===== config.mk =====
export PLATFORM = sky130hd
export DESIGN_NAME = http_request_header_parser_top
export DESIGN_NICKNAME = d
export VERILOG_FILES = /design/src/design/hrhp_pkg.sv /design/src/design/hrhp_parser.sv /design/src/design/http_request_header_parser_top.sv
export SDC_FILE = /design/constraint.sdc
export NUM_CORES = 1
export LEC_CHECK = 0
export ABC_CLOCK_PERIOD_IN_PS = 8100
export BUFFER_PORTS_ARGS = -buffer_cell sky130_fd_sc_hd__buf_2
export CORE_MARGIN = 5
export CORE_UTILIZATION = 60
export CTS_CLUSTER_DIAMETER = 120
export DETAILED_ROUTE_END_ITERATION = 8
export PLACE_DENSITY = 0.78
export SLEW_MARGIN = 0
export SYNTH_ARGS = -nofsm -noshare
export SYNTH_HDL_FRONTEND = slang
export SYNTH_SLANG_ARGS = --single-unit
export TNS_END_PERCENT = 50

===== constraint.sdc =====
create_clock -name clk -period 8.1 [get_ports clk]
set_input_delay 0.405 -clock clk [delete_from_list [all_inputs] [get_ports clk]]
set_output_delay 0.405 -clock clk [all_outputs]
set_load 0.01 [all_outputs]

===== src/design/hrhp_pkg.sv =====
`default_nettype none

package hrhp_pkg;

  // Fixed sizing of the parser.
  localparam int MAX_HEADERS = 64;
  localparam int POS_W       = 16;
  localparam int LINE_W      = 12;
  localparam int HCOUNT_W    = 7;
  localparam int HINDEX_W    = 6;
  localparam int CFG_IDX_W   = 2;

  // Configuration register indexes.
  localparam logic [CFG_IDX_W-1:0] REG_LINE_LIMIT   = 2'd0;
  localparam logic [CFG_IDX_W-1:0] REG_HEADER_LIMIT = 2'd1;

  localparam logic [LINE_W-1:0]   LINE_LIMIT_RESET   = 12'd1024;
  localparam logic [HCOUNT_W-1:0] HEADER_LIMIT_RESET = 7'd64;

  // Event codes reported with every byte.
  localparam logic [2:0] EV_NONE     = 3'd0;
  localparam logic [2:0] EV_METHOD   = 3'd1;
  localparam logic [2:0] EV_URI      = 3'd2;
  localparam logic [2:0] EV_VERSION  = 3'd3;
  localparam logic [2:0] EV_HEADER   = 3'd4;
  localparam logic [2:0] EV_COMPLETE = 3'd5;
  localparam logic [2:0] EV_ERROR    = 3'd6;

  // Characters of the request grammar.
  localparam logic [7:0] CH_G     = 8'h47;
  localparam logic [7:0] CH_E     = 8'h45;
  localparam logic [7:0] CH_T     = 8'h54;
  localparam logic [7:0] CH_H     = 8'h48;
  localparam logic [7:0] CH_P     = 8'h50;
  localparam logic [7:0] CH_SLASH = 8'h2F;
  localparam logic [7:0] CH_ONE   = 8'h31;
  localparam logic [7:0] CH_DOT   = 8'h2E;
  localparam logic [7:0] CH_ZERO  = 8'h30;
  localparam logic [7:0] CH_CR    = 8'h0D;
  localparam logic [7:0] CH_LF    = 8'h0A;
  localparam logic [7:0] CH_COLON = 8'h3A;
  localparam logic [7:0] CH_SPACE = 8'h20;

  // Parser phases, one-hot.
  typedef enum logic [5:0] {
    PH_METHOD   = 6'b000001,
    PH_URI      = 6'b000010,
    PH_VERSION  = 6'b000100,
    PH_HEADER   = 6'b001000,
    PH_COMPLETE = 6'b010000,
    PH_ERROR    = 6'b100000
  } phase_t;

  typedef struct packed {
    logic [7:0] data_byte;
    logic       new_request;
  } in_item_t;

  typedef struct packed {
    logic [2:0]          event_res;
    logic [POS_W-1:0]    field_start;
    logic [POS_W-1:0]    field_length;
    logic [LINE_W-1:0]   key_length;
    logic                has_colon;
    logic [HINDEX_W-1:0] header_index;
    logic [POS_W-1:0]    position;
  } out_item_t;

  typedef struct packed {
    logic [LINE_W-1:0]   line_limit;
    logic [HCOUNT_W-1:0] header_limit;
  } cfg_regs_t;

  // Expected bytes of "GET ".
  function automatic logic [7:0] method_char(input logic [1:0] idx);
    logic [7:0] c;
    case (idx)
      2'd0:    c = CH_G;
      2'd1:    c = CH_E;
      2'd2:    c = CH_T;
      default: c = CH_SPACE;
    endcase
    return c;
  endfunction

  // Expected bytes of "HTTP/1.0" CR LF; the minor digit is checked apart.
  function automatic logic [7:0] version_char(input logic [3:0] idx);
    logic [7:0] c;
    case (idx)
      4'd0:    c = CH_H;
      4'd1:    c = CH_T;
      4'd2:    c = CH_T;
      4'd3:    c = CH_P;
      4'd4:    c = CH_SLASH;
      4'd5:    c = CH_ONE;
      4'd6:    c = CH_DOT;
      4'd7:    c = CH_ZERO;
      4'd8:    c = CH_CR;
      default: c = CH_LF;
    endcase
    return c;
  endfunction

endpackage

`default_nettype wire


===== src/design/hrhp_parser.sv =====
`default_nettype none

module hrhp_parser (
  input  wire logic               clk,
  input  wire logic               rst,
  input  wire hrhp_pkg::cfg_regs_t cfg,
  input  wire hrhp_pkg::in_item_t  item,
  input  wire logic               step,
  output hrhp_pkg::out_item_t     result
);
  import hrhp_pkg::*;

  // Parser state.
  phase_t              phase, phase_next;
  logic [POS_W-1:0]    byte_position, byte_position_next;
  logic [POS_W-1:0]    token_start, token_start_next;
  logic [3:0]          match_index, match_index_next;
  logic [LINE_W-1:0]   colon_offset, colon_offset_next;
  logic                colon_seen, colon_seen_next;
  logic [HCOUNT_W-1:0] header_count, header_count_next;
  logic                pending_cr, pending_cr_next;
  logic [LINE_W-1:0]   line_length, line_length_next;

  // State as seen by this byte, after an optional restart.
  phase_t              cur_phase;
  logic [POS_W-1:0]    pos, pos_inc, cur_tstart, uri_len;
  logic [3:0]          cur_midx;
  logic [LINE_W-1:0]   cur_coff, cur_llen, work_llen;
  logic                cur_cseen, cur_pcr, err;
  logic [HCOUNT_W-1:0] cur_hcnt, hdr_lim;
  logic [7:0]          b;

  assign b = item.data_byte;

  always_comb begin
    cur_phase  = item.new_request ? PH_METHOD : phase;
    pos        = item.new_request ? '0 : byte_position;
    cur_tstart = item.new_request ? '0 : token_start;
    cur_midx   = item.new_request ? '0 : match_index;
    cur_coff   = item.new_request ? '0 : colon_offset;
    cur_cseen  = item.new_request ? 1'b0 : colon_seen;
    cur_hcnt   = item.new_request ? '0 : header_count;
    cur_pcr    = item.new_request ? 1'b0 : pending_cr;
    cur_llen   = item.new_request ? '0 : line_length;

    pos_inc  = pos + 1'b1;
    uri_len  = pos - cur_tstart;
    hdr_lim  = (cfg.header_limit < HCOUNT_W'(MAX_HEADERS)) ? cfg.header_limit
                                                            : HCOUNT_W'(MAX_HEADERS);
    work_llen = cur_llen + LINE_W'(cur_pcr);

    phase_next        = cur_phase;
    token_start_next  = cur_tstart;
    match_index_next  = cur_midx;
    colon_offset_next = cur_coff;
    colon_seen_next   = cur_cseen;
    header_count_next = cur_hcnt;
    pending_cr_next   = cur_pcr;
    line_length_next  = cur_llen;
    byte_position_next = pos_inc;

    result              = '0;
    result.event_res    = EV_NONE;
    result.position     = pos;
    err                 = 1'b0;

    unique case (cur_phase) inside
      PH_METHOD: begin
        if (cur_midx > 4'd3 || b != method_char(cur_midx[1:0])) begin
          err = 1'b1;
        end else if (cur_midx == 4'd3) begin
          result.event_res    = EV_METHOD;
          result.field_start  = cur_tstart;
          result.field_length = POS_W'(3);
          phase_next          = PH_URI;
          token_start_next    = pos_inc;
          match_index_next    = '0;
        end else begin
          match_index_next = cur_midx + 1'b1;
        end
      end
      PH_URI: begin
        if (pos >= POS_W'(cfg.line_limit) || b == CH_CR || b == CH_LF) begin
          err = 1'b1;
        end else if (b == CH_SPACE) begin
          if (uri_len == '0) begin
            err = 1'b1;
          end else begin
            result.event_res    = EV_URI;
            result.field_start  = cur_tstart;
            result.field_length = uri_len;
            phase_next          = PH_VERSION;
            token_start_next    = pos_inc;
            match_index_next    = '0;
          end
        end
      end
      PH_VERSION: begin
        if (cur_midx > 4'd9) begin
          err = 1'b1;
        end else if ((cur_midx == 4'd7) ? (b != CH_ZERO && b != CH_ONE)
                                        : (b != version_char(cur_midx))) begin
          err = 1'b1;
        end else if (cur_midx == 4'd9) begin
          result.event_res    = EV_VERSION;
          result.field_start  = cur_tstart;
          result.field_length = POS_W'(8);
          phase_next          = PH_HEADER;
          match_index_next    = '0;
          header_count_next   = '0;
          token_start_next    = pos_inc;
          line_length_next    = '0;
          colon_offset_next   = '0;
          colon_seen_next     = 1'b0;
          pending_cr_next     = 1'b0;
        end else begin
          match_index_next = cur_midx + 1'b1;
        end
      end
      PH_HEADER: begin
        if (cur_pcr && b == CH_LF) begin
          // CR LF closes the line; an empty line closes the request.
          if (cur_llen == '0) begin
            result.event_res    = EV_COMPLETE;
            result.field_start  = '0;
            result.field_length = pos_inc;
            phase_next          = PH_COMPLETE;
          end else if ({1'b0, cur_hcnt} + 8'd1 > {1'b0, hdr_lim}) begin
            err = 1'b1;
          end else begin
            result.event_res    = EV_HEADER;
            result.field_start  = cur_tstart;
            result.field_length = POS_W'(cur_llen);
            result.key_length   = cur_cseen ? cur_coff : '0;
            result.has_colon    = cur_cseen;
            result.header_index = cur_hcnt[HINDEX_W-1:0];
            header_count_next   = cur_hcnt + 1'b1;
            token_start_next    = pos_inc;
            line_length_next    = '0;
            colon_offset_next   = '0;
            colon_seen_next     = 1'b0;
            pending_cr_next     = 1'b0;
          end
        end else begin
          // A CR not followed by LF counts as a content byte.
          pending_cr_next  = 1'b0;
          line_length_next = work_llen;
          if (work_llen >= cfg.line_limit) begin
            err = 1'b1;
          end else begin
            if (b == CH_COLON && !cur_cseen) begin
              colon_offset_next = work_llen;
              colon_seen_next   = 1'b1;
            end
            if (b == CH_CR) begin
              pending_cr_next = 1'b1;
            end else begin
              line_length_next = work_llen + 1'b1;
            end
          end
        end
      end
      PH_COMPLETE, PH_ERROR: begin
      end
      default: begin
      end
    endcase

    // An error is reported once, then the parser stays silent.
    if (err) begin
      phase_next          = PH_ERROR;
      result              = '0;
      result.event_res    = EV_ERROR;
      result.field_start  = pos;
      result.position     = pos;
    end
  end

  always_ff @(posedge clk) begin
    if (rst) begin
      phase         <= PH_METHOD;
      byte_position <= '0;
      token_start   <= '0;
      match_index   <= '0;
      colon_offset  <= '0;
      colon_seen    <= 1'b0;
      header_count  <= '0;
      pending_cr    <= 1'b0;
      line_length   <= '0;
    end else if (step) begin
      phase         <= phase_next;
      byte_position <= byte_position_next;
      token_start   <= token_start_next;
      match_index   <= match_index_next;
      colon_offset  <= colon_offset_next;
      colon_seen    <= colon_seen_next;
      header_count  <= header_count_next;
      pending_cr    <= pending_cr_next;
      line_length   <= line_length_next;
    end
  end

  // An error byte must leave the parser in the error phase.
  a_error_sticks: assert property (@(posedge clk) disable iff (rst)
    step && result.event_res == EV_ERROR |=> phase == PH_ERROR)
    else $error("error event did not enter error phase");

  // Completion reports the whole header length from offset zero.
  a_complete_len: assert property (@(posedge clk) disable iff (rst)
    step && result.event_res == EV_COMPLETE |->
      result.field_start == '0 && result.field_length == result.position + 1'b1)
    else $error("complete event has wrong bounds");

  // The header count never passes the hard ceiling.
  a_count_bound: assert property (@(posedge clk) disable iff (rst)
    header_count <= HCOUNT_W'(MAX_HEADERS))
    else $error("header count above ceiling");

endmodule

`default_nettype wire


===== src/design/http_request_header_parser_top.sv =====
`default_nettype none

// HTTP request header parser. Takes one request byte per transaction on the
// input channel and returns exactly one result per byte: the event that byte
// caused (method, URI, version, header line, headers complete, error or none),
// the bounds of the field it closed and the byte's own offset. Throughput is
// one byte per clock while the output is not stalled. Each byte is held in
// the input register, and the parser state update that follows it loads the
// result register. Setting new_request on a byte restarts parsing at that
// byte. Errors and completion are sticky until then.
// line_limit (index 0) and header_limit (index 1) must be written through the
// configuration channel only while no bytes are in flight; the block itself
// does not enforce this.
module http_request_header_parser_top (
  input  wire logic                              clk,
  input  wire logic                              rst,
  input  wire logic                              in_valid,
  output logic                                   in_ready,
  input  wire hrhp_pkg::in_item_t                 in_data,
  output logic                                   out_valid,
  input  wire logic                              out_ready,
  output hrhp_pkg::out_item_t                    out_data,
  input  wire logic                              cfg_valid,
  output logic                                   cfg_ready,
  input  wire logic [hrhp_pkg::CFG_IDX_W-1:0]    cfg_index,
  input  wire logic [hrhp_pkg::LINE_W-1:0]       cfg_data
);
  import hrhp_pkg::*;

  cfg_regs_t cfg;
  in_item_t  in_q;
  out_item_t result;
  logic      in_full;
  logic      advance;

  // Configuration writes are always taken.
  assign cfg_ready = 1'b1;

  always_ff @(posedge clk) begin
    if (rst) begin
      cfg.line_limit   <= LINE_LIMIT_RESET;
      cfg.header_limit <= HEADER_LIMIT_RESET;
    end else if (cfg_valid && cfg_ready) begin
      unique case (cfg_index)
        REG_LINE_LIMIT:   cfg.line_limit   <= cfg_data;
        REG_HEADER_LIMIT: cfg.header_limit <= cfg_data[HCOUNT_W-1:0];
        default: begin
        end
      endcase
    end
  end

  // The held byte moves into the parser when the result slot frees up.
  assign advance  = in_full && (!out_valid || out_ready);
  assign in_ready = !in_full || advance;

  always_ff @(posedge clk) begin
    if (rst) begin
      in_full <= 1'b0;
    end else if (in_valid && in_ready) begin
      in_full <= 1'b1;
    end else if (advance) begin
      in_full <= 1'b0;
    end
  end

  always_ff @(posedge clk) begin
    if (in_valid && in_ready) begin
      in_q <= in_data;
    end
  end

  hrhp_parser u_parser (
    .clk    (clk),
    .rst    (rst),
    .cfg    (cfg),
    .item   (in_q),
    .step   (advance),
    .result (result)
  );

  // Result register.
  always_ff @(posedge clk) begin
    if (rst) begin
      out_valid <= 1'b0;
    end else if (advance) begin
      out_valid <= 1'b1;
    end else if (out_ready) begin
      out_valid <= 1'b0;
    end
  end

  always_ff @(posedge clk) begin
    if (advance) begin
      out_data <= result;
    end
  end

  // An empty input register never blocks the input.
  a_no_stall: assert property (@(posedge clk) disable iff (rst)
    !in_full |-> in_ready)
    else $error("input blocked while empty");

  // A new result only appears after the parser stepped.
  a_out_from_step: assert property (@(posedge clk) disable iff (rst)
    $rose(out_valid) |-> $past(advance))
    else $error("result appeared without a parser step");

  // A stepped byte always lands in the result register.
  a_step_fills: assert property (@(posedge clk) disable iff (rst)
    advance |=> out_valid)
    else $error("parser step lost its result");

endmodule

`default_nettype wire

; Word level (Yosys, flattened, before mapping)
; Memory sizes are Yosys's and may differ from the RTL's.
; Cells that the tools add are included.
[word_totals]
register_bits = 175
latch_bits = 0
ram_bits = 0
rom_bits = 112
input_bits = 28
out_inout_bits = 73
mem_count = 1
[memory_table]
columns = memory, depth, word_bits, read_ports, rd_clocked_by_memory_dff, wr, line
row1 = (no name shown), 16, 7, 1, 0, 0, hrhp_pkg.sv:89  ; case (idx)
[classes]
n_addsub = 7
mul = 0
div = 0
n_lt_le_gt_ge = 6
n_eq_ne = 18
shift = 0
n_mux = 122
bitwise = 3
reduce_logical = 23
[ops]
columns = cell, n
row1 = 2-to-1 mux 12 bit, 19
row2 = 2-to-1 mux 35 bit, 6
row3 = 2-to-1 mux 16 bit, 13
row4 = one-hot mux 35 bit (4 select lines), 1
row5 = 2-to-1 mux 54 bit, 2
row6 = 2-to-1 mux 6 bit, 12
row7 = 2-to-1 mux 34 bit, 2
row8 = 2-to-1 mux 67 bit, 1
row9 = one-hot mux 16 bit (4 select lines), 1
row10 = 2-to-1 mux 7 bit, 8
row11 = one-hot mux 12 bit (2 select lines), 2
row12 = 2-to-1 mux 19 bit, 2
row13 = 2-to-1 mux 4 bit, 9
row14 = 2-to-1 mux 1 bit, 33
row15 = 2-to-1 mux 33 bit, 1
row16 = 2-to-1 mux 8 bit, 3
row17 = one-hot mux 6 bit (4 select lines), 1
row18 = one-hot mux 7 bit (3 select lines), 1
row19 = adder 16 x 1 -> 16 bit (second input constant), 1
row20 = == test 8 x 4 -> 1 bit (second input constant), 2
row21 = == test 8 x 6 -> 1 bit (second input constant), 2
row22 = >= comparator 16 x 12 -> 1 bit, 1
row23 = zero test 16 bit, 1
row24 = inequality test 8 x 6 -> 1 bit (second input constant), 2
row25 = 35 further kinds, 53

; Depth between registers and ports, before layout
; Gate-level depths: netlist of run 1.
[depth]
depth_word = 10
ltp_mapped = 24
ltp_nobuf = 18

; By module
; From an unflattened synthesis of run 1, not the netlist that was laid out.
[hier_totals]
cells_unflattened = 1243
area_unflattened_um2 = 10965.5
[by_module_without_submodules]
columns = mod, instances, cells_per_inst, area_per_inst_um2
row1 = hrhp_parser, 1, 1073, 7678.6
row2 = http_request_header_parser_top, 1, 170, 3286.9

; Worst setup path after synthesis of run 1
; OpenSTA, ideal clock, no wires.
[synth_path]
path_type = register -> register
start = reg in_q[0] (netlist bit)
end = reg u_parser.colon_offset[0]
arrival_ns = 5.927
required_ns = 8.038
path_slack_ns = 2.111
stages_incl_launch_ff = 23
period_less_slack_ns = 5.989
path_cell_list = edfxtp_1 -> buf_2 -> buf_2 -> buf_2 -> buf_1 -> clkbuf_1 -> buf_1 -> clkbuf_1 -> nor2b_1 -> ha_1 -> nand2_1 -> nor4b_1 -> and4_1 -> xnor2_1 -> ha_1 -> a21o_1 -> a21o_1 -> a221o_1 -> a31o_2 -> or4_1 -> a21oi_1 -> nor3b_1 -> a22o_1
[synth_via]
elab_chain_cells = 9
word_cells_on_any_way = 34
cone_classes = add/sub (2) / order compare (3) / eq/ne (5) / mux (19) / reduce/logical (4) / memory (1)
[synth_lines]
columns = element, line
row1 = start: declaration, http_request_header_parser_top.sv:31  ; in_item_t in_q;
row2 = start signal: assignment, http_request_header_parser_top.sv:69  ; in_q <= in_data;
row3 = "parallel branches: the longest is 8 deep, another holds adder 12 x 1 -> 12 bit", n/a
row4 = one-hot mux 12 bit (2 select lines) (*), hrhp_parser.sv:67  ; unique case (cur_phase) inside
row5 = end signal: assignment, hrhp_parser.sv:195  ; colon_offset <= colon_offset_next;
row6 = end: declaration, hrhp_parser.sv:18  ; logic [LINE_W-1:0] colon_offset, colon_offset_next;
; Mark *: on every way between the ends. The select of a mux whose other input is x is not followed.
; A chain may end at the register's enable or synchronous reset.

; Worst setup path after layout of run 1
[layout_path]
start = reg in_q[0] (netlist bit)
end = reg u_parser.colon_offset[3]
; The elaborated chain is that of the path after synthesis.

==> impl_metrics.xml, run 1 <==
<?xml version="1.0" encoding="UTF-8"?>
<metrics>
  <group name="sta">
    <metric name="maxSlewHeadroom" unit="">0.282</metric>
    <metric name="transition_time_of_the_tightest_slew_check_pin" unit="ns">1.07</metric>
    <metric name="final-hold-violation-count" unit="">0</metric>
    <metric name="worst_clock_skew_on_the_final_layout" unit="ns">0.00592</metric>
    <metric name="setup-violations-final" unit="">0</metric>
    <metric name="timing.fmax" unit="GHz">0.185</metric>
    <metric name="totalNegativeSetupSlack" unit="ns">0</metric>
    <metric name="drv_slew" unit="">0</metric>
    <metric name="timing.final.crit_share" unit="">0.668</metric>
    <metric name="final_period_minus_worst_setup_slack" unit="ns">5.41</metric>
    <metric name="grt_setup_unrepaired" unit="">false</metric>
  </group>
  <group name="setup_path">
    <metric name="worstPathCellList" unit="">clkinv_1 -&gt; nand2_1 -&gt; inv_1 -&gt; ha_1 -&gt; nand2_1 -&gt; nor4b_1 -&gt; and4_1 -&gt; xnor2_1 -&gt; ha_1 -&gt; a21o_1 -&gt; a21o_1 -&gt; a221o_1 -&gt; a31o_2 -&gt; or4_1 -&gt; a21oi_1 -&gt; nor3b_1 -&gt; a22o_1</metric>
    <metric name="path_max_fanout" unit="">9</metric>
    <metric name="critPathBufInv" unit="">2</metric>
    <metric name="cpPeakStageDelay" unit="ns">0.92</metric>
    <metric name="timing.critical_path.slowest_stage_cell" unit="">nor3b_1</metric>
    <metric name="worst-endpoint-arrival" unit="ns">5.79</metric>
    <metric name="critPathLaunchType" unit="">register</metric>
    <metric name="worst-setup-path-type" unit="">reg -&gt; reg</metric>
    <metric name="critPathTopFamily" unit="">simple AND/OR/NAND/NOR gates</metric>
    <metric name="worstSetupEndpointType" unit="">register</metric>
    <metric name="cp.required" unit="ns">8.48</metric>
  </group>
  <group name="synthesis">
    <metric name="fraction_of_synthesized_cell_area_taken_by_the_top_area_cell_type" unit="">0.223</metric>
    <metric name="synth_top_cell_by_area" unit="">edfxtp_1</metric>
    <metric name="syn_inst" unit="">1205</metric>
    <metric name="synth_flop_cell" unit="">dfxtp_1</metric>
    <metric name="yosys_warning_total" unit="">0</metric>
    <metric name="synth_sequential_area_ratio" unit="">0.404</metric>
    <metric name="syn-num-nets" unit="">1275</metric>
    <metric name="async_reset_ff_frac" unit="">0</metric>
    <metric name="most_area_consuming_cells_after_synthesis" unit="">edfxtp_1 22%, dfxtp_1 18%, ha_1 4.9%</metric>
    <metric name="synthesis.area_per_instance" unit="sq um">8.83</metric>
    <metric name="ys_ff_latch" unit="">175</metric>
    <metric name="syn-cell-area" unit="sq um">10600</metric>
    <metric name="synth_enable_flop_cells" unit="">79</metric>
    <metric name="synth_cell_types" unit="">88</metric>
  </group>
  <group name="power_and_ir_drop">
    <metric name="netSwitchingFraction" unit="">0.263</metric>
    <metric name="switching_power" unit="uW">529</metric>
    <metric name="power.share.combinational" unit="">0.115</metric>
    <metric name="cellLeakagePower" unit="nW">4.38</metric>
    <metric name="power_frac_clock" unit="">0.401</metric>
    <metric name="share_seq_of_total_power" unit="">0.483</metric>
    <metric name="intPower" unit="mW">1.48</metric>
    <metric name="irDropWorstVdd" unit="mV">0.145</metric>
    <metric name="pwr_density_cell" unit="nW/um^2">170</metric>
  </group>
  <group name="clock_tree">
    <metric name="post_cts.resized_instances" unit="">0</metric>
    <metric name="hold_buffers" unit="">0</metric>
    <metric name="clk_pin_slew" unit="ns">0.07</metric>
    <metric name="worstSkewPairLatency" unit="ns">0.44</metric>
    <metric name="tritoncts.num_buffers" unit="">17</metric>
    <metric name="clockBufferDepth" unit="">2</metric>
    <metric name="tritoncts_clock_tree" unit="">done</metric>
    <metric name="clock_sinks" unit="">175</metric>
    <metric name="ctsHtreeMaxLevel" unit="">4</metric>
    <metric name="post_cts.repair.setup_buffers" unit="">0</metric>
    <metric name="clk_root_buffer_cell" unit="">clkbuf_16</metric>
  </group>
  <group name="drt">
    <metric name="drt_iter0_drc" unit="">1309</metric>
    <metric name="remaining_drc_errors" unit="">0</metric>
    <metric name="wl_per_cell" unit="um">20.5</metric>
    <metric name="drt_pass1_iterations" unit="">6</metric>
    <metric name="final_antenna_net_count" unit="">0</metric>
    <metric name="post_drt_via_cell_ratio" unit="">6.57</metric>
    <metric name="dr_total_vias" unit="">9907</metric>
    <metric name="drt-total-wl" unit="mm">30.9</metric>
  </group>
  <group name="finish">
    <metric name="drive_above_1_share" unit="">0.132</metric>
    <metric name="post-route-util" unit="">0.680</metric>
    <metric name="commonest_cells_after_routing_fill_and_taps_aside" unit="">132 x nand2_1, 112 x nor2_1, 99 x buf_2</metric>
    <metric name="multi_input_comb_area" unit="sq um">5880</metric>
    <metric name="layout.cells.most_common" unit="">nand2_1</metric>
    <metric name="antenna_cells_inserted" unit="">0</metric>
    <metric name="synthToLayoutAreaGrowth" unit="%">11.0</metric>
    <metric name="final-instance-count-excl-fill" unit="">1509</metric>
    <metric name="area.sequential" unit="sq um">4290</metric>
    <metric name="final_nets" unit="">1341</metric>
    <metric name="fillers" unit="">1423</metric>
  </group>
  <group name="global_routing">
    <metric name="antenna_found_initial" unit="">0</metric>
    <metric name="grt.overflow.total" unit="">0</metric>
    <metric name="pin_count_of_the_biggest_net_entering_global_routing" unit="">64</metric>
    <metric name="wire_length_of_the_first_global_routing_pass" unit="mm">49.6</metric>
    <metric name="grt_usage" unit="">0.305</metric>
    <metric name="grt_pass1_vias" unit="">9325</metric>
  </group>
  <group name="placement">
    <metric name="post-place-cells" unit="">1477</metric>
    <metric name="detailedPlacementHpwl" unit="mm">22.5</metric>
    <metric name="globalplace.congestion" unit="">1.02</metric>
    <metric name="io_buffers" unit="">99</metric>
  </group>
  <group name="die">
    <metric name="floorplan.core_area" unit="sq um">17400</metric>
    <metric name="row_count" unit="">48</metric>
    <metric name="fp.dieArea" unit="sq um">20500</metric>
    <metric name="floorplan.initialDensity" unit="">0.613</metric>
    <metric name="fp.dieH" unit="um">143</metric>
    <metric name="die_width" unit="um">143</metric>
    <metric name="boundaryPins" unit="">101</metric>
  </group>
  <group name="status">
    <metric name="run_status" unit="">completed</metric>
  </group>
  <group name="run">
    <metric name="maxCapViolations" unit="">0</metric>
  </group>
  <group name="min_path">
    <metric name="holdCritPathClass" unit="">in -&gt; reg</metric>
  </group>
</metrics>
final cells by class:
| cell class | count | area share |
|---|---|---|
| clock buffers | 20 | 0.0395 |
| clock inverters | 12 | 0.00890 |
| inverters | 54 | 0.0174 |
| multi-input cells | 913 | 0.498 |
| flip-flops and latches | 175 | 0.364 |
| well taps | 225 | 0.0238 |
| repair buffers | 110 | 0.0490 |
Yosys cell counts (11+ instances only):
master    instances
a211oi_1         21
a21o_1           11
a21oi_1          67
a22o_1           21
a22oi_1          15
and2_1           17
and3_1           15
buf_2            12
clkbuf_1         43
dfxtp_1          96
edfxtp_1         79
ha_1             42
inv_1            51
nand2_1         132
nand2b_1         27
nand3_1          30
nand4_1          17
nor2_1          112
nor2b_1          39
nor3_1           14
nor4_1           13
o211ai_1         12
o21ai_0          47
o22ai_1          14
o32ai_1          11
or3_1            14
xnor2_1          40
xor2_1           24
through the flow:
step	area, sq um	power [mW]	setup WS, ns	hold slack, ns
after detailed placement	11200	1.22	2.83	0.446
final	11800	2.01	2.69	0.141
after CTS	11800	2.01	2.77	0.134
after floorplan	10600	1.15	2.11	0.427
after global routing	11800	2.08	2.35	0.129
after global placement	11200	1.21	3.00	0.443
logic make-up (layout without fill, tap and decap cells):
| family | Yosys count | count (layout) | share of synthesized area |
|---|---|---|---|
| AND/OR/NAND/NOR | 477 | 477 | 0.229 |
| AO/OA/AOI/OAI | 319 | 319 | 0.212 |
| flip-flops | 175 | 175 | 0.404 |
| buffers and inverters | 117 | 196 | 0.0441 |
| XOR/XNOR | 64 | 64 | 0.0527 |
| adder cells (fa/ha/maj) | 44 | 44 | 0.0513 |
| multiplexers | 8 | 8 | 0.00764 |
| other | 1 | 1 | 0.000352 |
final timing paths:
kind,startpoint,to,slack (ns),depth (start not counted)
worst min register to register,u_parser.colon_offset[11],u_parser.colon_offset[11],0.45,2
worst max register to register,in_q[0],u_parser.colon_offset[3],2.69,17
worst max-delay path,in_q[0],u_parser.colon_offset[3],2.69,17
worst min-delay path,in_data[7],in_q[7],0.14,1
registers in the layout (all words and copies together) (netlist names), 4 cells and up:
signal and count:
u_parser.header_count 7, u_parser.byte_position 16, u_parser.line_length 12, cfg 19, out_data 70, u_parser.match_index 4
in_q 9, u_parser.token_start 16, u_parser.colon_offset 12, u_parser.phase 6
power groups by stage:
stage / combinational, mW / clock [mW] / sequential [mW]
finish: 0.232 / 0.807 / 0.972
global route: 0.254 / 0.853 / 0.975
CTS: 0.228 / 0.810 / 0.971
detailed placement: 0.227 / 0 / 0.991
global placement: 0.224 / 0 / 0.989
floorplan: 0.153 / 0 / 0.993
routing by layer:
layer  GRT usage  routed length, um
met1       0.401              12500
met2       0.487              14300
met3      0.0549               2670
met4       0.150               1410
met5           0                  0
No activity file was read; power rests on OpenSTA's default activity.
==> inputs of run 2 (changes only) <==
Settings changed: ABC_CLOCK_PERIOD_IN_PS 8100 to 5100.
Clock period 8.1 ns to 5.1 ns, I/O delays scaled along.
==> run 2 against run 1 <==
Compared with the run above: die area stayed put; via count is 0.13% higher; clock power is 66% higher; final area rose by 2.8%; sequential share of layout area down 0.98 points; worst setup slack worse by 2.5 ns; global-route usage up 0.28 points; largest power group unchanged.
==> impl_metrics.xml, run 2 (synthesis results as in run 1) <==
<?xml version="1.0" encoding="UTF-8"?>
<metrics>
  <group name="clock_tree">
    <metric name="clk_root_buffer_cell" unit="">clkbuf_16</metric>
    <metric name="post_cts.repair.setup_buffers" unit="">0</metric>
    <metric name="clockBufferDepth" unit="">2</metric>
    <metric name="clock_sinks" unit="">175</metric>
    <metric name="tritoncts_clock_tree" unit="">done</metric>
    <metric name="worstSkewPairLatency" unit="ns">0.45</metric>
    <metric name="ctsHtreeMaxLevel" unit="">4</metric>
    <metric name="clk_pin_slew" unit="ns">0.08</metric>
    <metric name="tritoncts.num_buffers" unit="">17</metric>
  </group>
  <group name="sta">
    <metric name="timing.fmax" unit="GHz">0.205</metric>
    <metric name="maxSlewHeadroom" unit="">0.477</metric>
    <metric name="drv_slew" unit="">0</metric>
    <metric name="setup-violations-final" unit="">0</metric>
    <metric name="transition_time_of_the_tightest_slew_check_pin" unit="ns">0.779</metric>
    <metric name="worst_clock_skew_on_the_final_layout" unit="ns">0.0118</metric>
    <metric name="grt_setup_unrepaired" unit="">false</metric>
    <metric name="final-hold-violation-count" unit="">0</metric>
    <metric name="final_period_minus_worst_setup_slack" unit="ns">4.87</metric>
    <metric name="timing.final.crit_share" unit="">0.956</metric>
    <metric name="totalNegativeSetupSlack" unit="ns">0</metric>
    <metric name="worst_slack" unit="ns">0.225</metric>
  </group>
  <group name="setup_path">
    <metric name="worstPathCellList" unit="">buf_4 -&gt; nor2b_1 -&gt; inv_1 -&gt; ha_1 -&gt; nor2_1 -&gt; o32a_2 -&gt; nor3_2 -&gt; o211ai_1 -&gt; o32ai_1 -&gt; o221ai_1 -&gt; or4_4 -&gt; nand2_1 -&gt; buf_4 -&gt; o221ai_1</metric>
    <metric name="cpPeakStageDelay" unit="ns">0.62</metric>
    <metric name="path_max_fanout" unit="">35</metric>
    <metric name="worst-endpoint-arrival" unit="ns">5.00</metric>
    <metric name="worstSetupEndpointType" unit="">register</metric>
    <metric name="critPathLaunchType" unit="">register</metric>
    <metric name="worst-setup-path-type" unit="">reg -&gt; reg</metric>
    <metric name="cp.required" unit="ns">5.22</metric>
    <metric name="worstRegToRegCells" unit="">14</metric>
    <metric name="timing.critical_path.slowest_stage_cell" unit="">or4_4</metric>
  </group>
  <group name="drt">
    <metric name="drt_iter0_drc" unit="">1112</metric>
    <metric name="dr_total_vias" unit="">9920</metric>
    <metric name="wl_per_cell" unit="um">20.7</metric>
    <metric name="final_antenna_net_count" unit="">0</metric>
    <metric name="remaining_drc_errors" unit="">0</metric>
    <metric name="post_drt_via_cell_ratio" unit="">6.48</metric>
    <metric name="drt-total-wl" unit="mm">31.7</metric>
    <metric name="drt_pass1_iterations" unit="">9</metric>
  </group>
  <group name="min_path">
    <metric name="timing.hold.worst_path_depth" unit="">2</metric>
    <metric name="holdCritPathClass" unit="">in -&gt; reg</metric>
  </group>
  <group name="placement">
    <metric name="globalplace.congestion" unit="">1.02</metric>
    <metric name="detailedPlacementHpwl" unit="mm">22.7</metric>
    <metric name="dp_worst_setup_slack" unit="ns">0.496</metric>
    <metric name="io_buffers" unit="">99</metric>
  </group>
  <group name="finish">
    <metric name="fillers" unit="">1370</metric>
    <metric name="largest_register_ff_count" unit="">70</metric>
    <metric name="final_nets" unit="">1363</metric>
    <metric name="regMostFlops" unit="">out_data</metric>
    <metric name="layout.cells.most_common" unit="">nand2_1</metric>
    <metric name="reg_top3" unit="">out_data x70, cfg x19</metric>
    <metric name="drive_above_1_share" unit="">0.150</metric>
    <metric name="commonest_cells_after_routing_fill_and_taps_aside" unit="">132 x nand2_1, 112 x nor2_1, 99 x buf_2</metric>
    <metric name="antenna_cells_inserted" unit="">0</metric>
    <metric name="synthToLayoutAreaGrowth" unit="%">14.0</metric>
  </group>
  <group name="global_routing">
    <metric name="pin_count_of_the_biggest_net_entering_global_routing" unit="">56</metric>
    <metric name="grt.overflow.total" unit="">0</metric>
    <metric name="wire_length_of_the_first_global_routing_pass" unit="mm">49.8</metric>
    <metric name="antenna_found_initial" unit="">0</metric>
    <metric name="grt_pass1_vias" unit="">9062</metric>
    <metric name="grt_usage" unit="">0.308</metric>
  </group>
  <group name="power_and_ir_drop">
    <metric name="pwr_density_cell" unit="nW/um^2">270</metric>
    <metric name="p_total" unit="mW">3.27</metric>
    <metric name="cellLeakagePower" unit="nW">4.52</metric>
    <metric name="irDropWorstVdd" unit="mV">0.250</metric>
  </group>
  <group name="run">
    <metric name="maxCapViolations" unit="">0</metric>
  </group>
  <group name="die">
    <metric name="floorplan.initialDensity" unit="">0.613</metric>
    <metric name="fp.dieH" unit="um">143</metric>
    <metric name="die_width" unit="um">143</metric>
    <metric name="fp.dieArea" unit="sq um">20500</metric>
    <metric name="row_count" unit="">48</metric>
    <metric name="boundaryPins" unit="">101</metric>
    <metric name="floorplan.core_area" unit="sq um">17400</metric>
  </group>
  <group name="status">
    <metric name="run_status" unit="">completed</metric>
  </group>
</metrics>
-- run 2: cell types whose count changed in the layout (fill, tap and decap cells not counted), sizes merged --
cell,change
clkbuf,-3
bufinv,-1
dlygate4sd3,+8
inv,+1
clkinv,+3
buf,+14
-- run 2: layout make-up --
cell class	instances	area [sq um]	share of cell area
Timing Repair Buffer	132	776	0.0639
Inverter	54	205	0.0169
Sequential cell	175	4290	0.354
Clock buffer	17	425	0.0351
Clock inverter	15	193	0.0159
Tap cell	225	282	0.0232
Multi-Input combinational cell	913	5960	0.491
-- run 2: critical path, delay by kind of cell (launching register included) --
family | cells | cell delay, ns
AOI/OAI and AO/OA | 5 | 1.50
DFF | 1 | 0.40
buffers and inverters | 3 | 0.80
adders and majority gates | 1 | 0.22
and+or+nand+nor | 5 | 1.62
-- run 2: path summary, 6_finish.rpt --
kind,start,end,slack [ns]
worst max-delay path,in_q[0],out_data[42],0.23
worst min-delay path,cfg_data[10],cfg[17],0.02
worst max register to register,in_q[0],out_data[42],0.23
worst min register to register,u_parser.colon_offset[9],u_parser.colon_offset[9],0.46
-- run 2: power by group --
part / total [mW] / switching, mW / internal, mW
logic: 0.387 / 0.246 / 0.140
registers: 1.54 / 0.0360 / 1.51
clock network: 1.34 / 0.670 / 0.668
total: 3.27 / 0.953 / 2.32
-- run 2: stage by stage --
| step | util | std cells | area (sq um) | hold WS [ns] |
|---|---|---|---|---|
| 2_1_floorplan | - | 1205 | 10800 | 0.354 |
| 3_3_place_gp | 0.658 | 1491 | 11400 | 0.431 |
| 3_5_place_dp | 0.658 | 1491 | 11400 | 0.433 |
| 4_1_cts | 0.699 | 1531 | 12100 | 0.00550 |
| 5_1_grt | 0.699 | 1531 | 12100 | 0.0150 |
| 6_report | 0.699 | 1531 | 12100 | 0.0210 |
-- run 2: repair_timing --
| action | in CTS | in global routing |
|---|---|---|
| gates resized for setup | 0 | 1 |
| endpoints found under the hold margin | 8 | 0 |
| setup endpoints to repair | 0 | 1 |
| hold buffers | 8 | 0 |
-- run 2: per-layer routing --
metal	vias to the layer above	global-route usage	wire [um]
li1	4605	-	-
met1	4642	0.428	13000
met2	597	0.480	14500
met3	76	0.0606	3310
met5	-	0	0
met4	0	0.114	906
==> inputs of run 3 (changes only) <==
Settings changed: CORE_MARGIN 5 to default.
==> run 3 against run 2 <==
Compared with the run above: clock-buffer cell count did not move; sequential power barely moved; non-clock buffer count rose by 4.
==> impl_metrics.xml, run 3 (synthesis results as in run 1) <==
<?xml version="1.0" encoding="UTF-8"?>
<metrics>
  <group name="status">
    <metric name="run_status" unit="">completed</metric>
  </group>
  <group name="finish">
    <metric name="drive_above_1_share" unit="">0.153</metric>
    <metric name="layout.cells.most_common" unit="">nand2_1</metric>
    <metric name="antenna_cells_inserted" unit="">0</metric>
    <metric name="regMostFlops" unit="">out_data</metric>
    <metric name="largest_register_ff_count" unit="">70</metric>
    <metric name="commonest_cells_after_routing_fill_and_taps_aside" unit="">132 x nand2_1, 112 x nor2_1, 99 x buf_2</metric>
    <metric name="synthToLayoutAreaGrowth" unit="%">14.1</metric>
    <metric name="final_nets" unit="">1367</metric>
    <metric name="reg_top3" unit="">out_data x70, cfg x19</metric>
  </group>
  <group name="global_routing">
    <metric name="grt_pass1_vias" unit="">9082</metric>
    <metric name="wire_length_of_the_first_global_routing_pass" unit="mm">48.6</metric>
    <metric name="pin_count_of_the_biggest_net_entering_global_routing" unit="">68</metric>
    <metric name="antenna_found_initial" unit="">0</metric>
    <metric name="grt_usage" unit="">0.344</metric>
    <metric name="grt.overflow.total" unit="">0</metric>
  </group>
  <group name="setup_path">
    <metric name="critPathLaunchType" unit="">register</metric>
    <metric name="critPathBufInv" unit="">2</metric>
    <metric name="cpPeakStageDelay" unit="ns">0.60</metric>
    <metric name="timing.reg2reg.setup_slack" unit="ns">0.42</metric>
    <metric name="worstSetupEndpointType" unit="">register</metric>
    <metric name="cp.required" unit="ns">5.41</metric>
    <metric name="worst-endpoint-arrival" unit="ns">4.99</metric>
    <metric name="cp.depth" unit="">14</metric>
    <metric name="worst-setup-path-type" unit="">reg -&gt; reg</metric>
    <metric name="critPathTopFamily" unit="">simple AND/OR/NAND/NOR gates</metric>
    <metric name="timing.critical_path.slowest_stage_cell" unit="">or4_4</metric>
    <metric name="worstPathCellList" unit="">buf_4 -&gt; buf_12 -&gt; nor2b_1 -&gt; ha_1 -&gt; and4bb_2 -&gt; a2111oi_4 -&gt; a211o_1 -&gt; and2_1 -&gt; o32ai_1 -&gt; or4_4 -&gt; or4_4 -&gt; a21oi_4 -&gt; nand2b_1 -&gt; o21ai_0</metric>
    <metric name="timing.critical_path.mode_cell" unit="">or4_4</metric>
    <metric name="reg2reg_to" unit="">u_parser.token_start[2]</metric>
    <metric name="path_max_fanout" unit="">67</metric>
    <metric name="crit_start" unit="">in_q[0]</metric>
    <metric name="worstRegToRegCells" unit="">14</metric>
    <metric name="launch_instance_of_the_worst_register_to_register_path" unit="">in_q[0]</metric>
  </group>
  <group name="die">
    <metric name="die_width" unit="um">135</metric>
    <metric name="floorplan.core_area" unit="sq um">17300</metric>
    <metric name="fp.dieH" unit="um">135</metric>
    <metric name="fp.dieArea" unit="sq um">18300</metric>
    <metric name="floorplan.initialDensity" unit="">0.615</metric>
    <metric name="row_count" unit="">48</metric>
    <metric name="boundaryPins" unit="">101</metric>
  </group>
  <group name="min_path">
    <metric name="hold_path_end" unit="">cfg[17]</metric>
    <metric name="min-delay-start" unit="">cfg_data[10]</metric>
    <metric name="timing.hold.worst_path_depth" unit="">2</metric>
    <metric name="holdCritPathClass" unit="">in -&gt; reg</metric>
  </group>
  <group name="sta">
    <metric name="maxSlewHeadroom" unit="">0.513</metric>
    <metric name="setup-violations-final" unit="">0</metric>
    <metric name="totalNegativeSetupSlack" unit="ns">0</metric>
    <metric name="worst_clock_skew_on_the_final_layout" unit="ns">0.0113</metric>
    <metric name="final_period_minus_worst_setup_slack" unit="ns">4.68</metric>
    <metric name="timing.final.crit_share" unit="">0.918</metric>
    <metric name="worst_slack" unit="ns">0.419</metric>
    <metric name="transition_time_of_the_tightest_slew_check_pin" unit="ns">0.725</metric>
    <metric name="grt_setup_unrepaired" unit="">false</metric>
    <metric name="drv_slew" unit="">0</metric>
    <metric name="timing.fmax" unit="GHz">0.214</metric>
    <metric name="fin_hold_ws" unit="ns">0.0377</metric>
    <metric name="final-hold-violation-count" unit="">0</metric>
  </group>
  <group name="placement">
    <metric name="detailedPlacementHpwl" unit="mm">22.3</metric>
    <metric name="globalplace.congestion" unit="">0.965</metric>
    <metric name="io_buffers" unit="">99</metric>
    <metric name="dp_worst_setup_slack" unit="ns">0.335</metric>
  </group>
  <group name="drt">
    <metric name="drt-total-wl" unit="mm">30.7</metric>
    <metric name="drt_pass1_iterations" unit="">8</metric>
    <metric name="wl_per_cell" unit="um">20.0</metric>
    <metric name="drt_iter0_drc" unit="">1112</metric>
    <metric name="remaining_drc_errors" unit="">0</metric>
    <metric name="dr_total_vias" unit="">9926</metric>
    <metric name="post_drt_via_cell_ratio" unit="">6.47</metric>
    <metric name="final_antenna_net_count" unit="">0</metric>
  </group>
  <group name="clock_tree">
    <metric name="tritoncts.num_buffers" unit="">17</metric>
    <metric name="clk_pin_slew" unit="ns">0.07</metric>
    <metric name="clockBufferDepth" unit="">2</metric>
    <metric name="clock_sinks" unit="">175</metric>
    <metric name="ctsHtreeMaxLevel" unit="">4</metric>
    <metric name="worstSkewPairLatency" unit="ns">0.44</metric>
    <metric name="clk_root_buffer_cell" unit="">clkbuf_16</metric>
    <metric name="tritoncts_clock_tree" unit="">done</metric>
  </group>
  <group name="power_and_ir_drop">
    <metric name="cellLeakagePower" unit="nW">4.53</metric>
    <metric name="irDropWorstVdd" unit="mV">0.238</metric>
    <metric name="pwr_density_cell" unit="nW/um^2">266</metric>
  </group>
  <group name="run">
    <metric name="maxCapViolations" unit="">0</metric>
  </group>
</metrics>
run 3: worst max-delay path by stage:
stage / to / slack (ns)
2_1_floorplan: u_parser.colon_offset[7] / 0.003
3_3_place_gp: u_parser.token_start[2] / 0.38
3_5_place_dp: u_parser.token_start[2] / 0.34
4_1_cts: u_parser.token_start[2] / 0.32
5_1_grt: u_parser.token_start[7] / 0.20
6_report: u_parser.token_start[2] / 0.42
run 3: through the flow:
step	std cells	instance area [sq um]	util	power [mW]
after floorplan	1205	10800	-	1.83
after global placement	1493	11400	0.662	1.93
after detailed placement	1493	11400	0.662	1.94
after CTS	1533	12100	0.701	3.22
after global routing	1535	12100	0.702	3.32
final	1535	12100	0.702	3.23
run 3: power by group:
| group | total (mW) | switching (mW) | internal [mW] |
|---|---|---|---|
| clock network | 1.30 | 0.639 | 0.660 |
| registers | 1.54 | 0.0343 | 1.51 |
| logic | 0.384 | 0.243 | 0.141 |
| total | 3.23 | 0.916 | 2.31 |
run 3: metal layers:
| metal | GRT usage | part of all wire | vias up |
|---|---|---|---|
| met5 | 0 | 0 | - |
| met4 | 0.129 | 0.029 | 0 |
| met3 | 0.0629 | 0.087 | 83 |
| met2 | 0.554 | 0.46 | 536 |
| met1 | 0.461 | 0.42 | 4677 |
| li1 | - | - | 4630 |
run 3: final cells by class:
| class | count | area, sq um |
|---|---|---|
| clock buffer | 17 | 425 |
| tap | 225 | 282 |
| multi-input combinational | 913 | 5950 |
| clock inverter | 15 | 174 |
| fill | 1400 | 5160 |
| inverter | 54 | 205 |
| timing repair buffer | 136 | 806 |
| sequential | 175 | 4290 |
run 3: timing repair:
item                                   4_1_cts  5_1_grt
hold buffers                                 8        0
endpoints found under the hold margin        8        0
resized for setup                            0        1
setup endpoints to repair                    0        3
buffers inserted                             0        2
run 3: worst register-to-register path: cells and delay by family (launching register included):
kind | cells | cell delay [ns]
buf+inv | 2 | 0.37
flops | 1 | 0.46
simple gates | 6 | 2.34
compound gates | 5 | 1.06
fa+ha+maj | 1 | 0.31
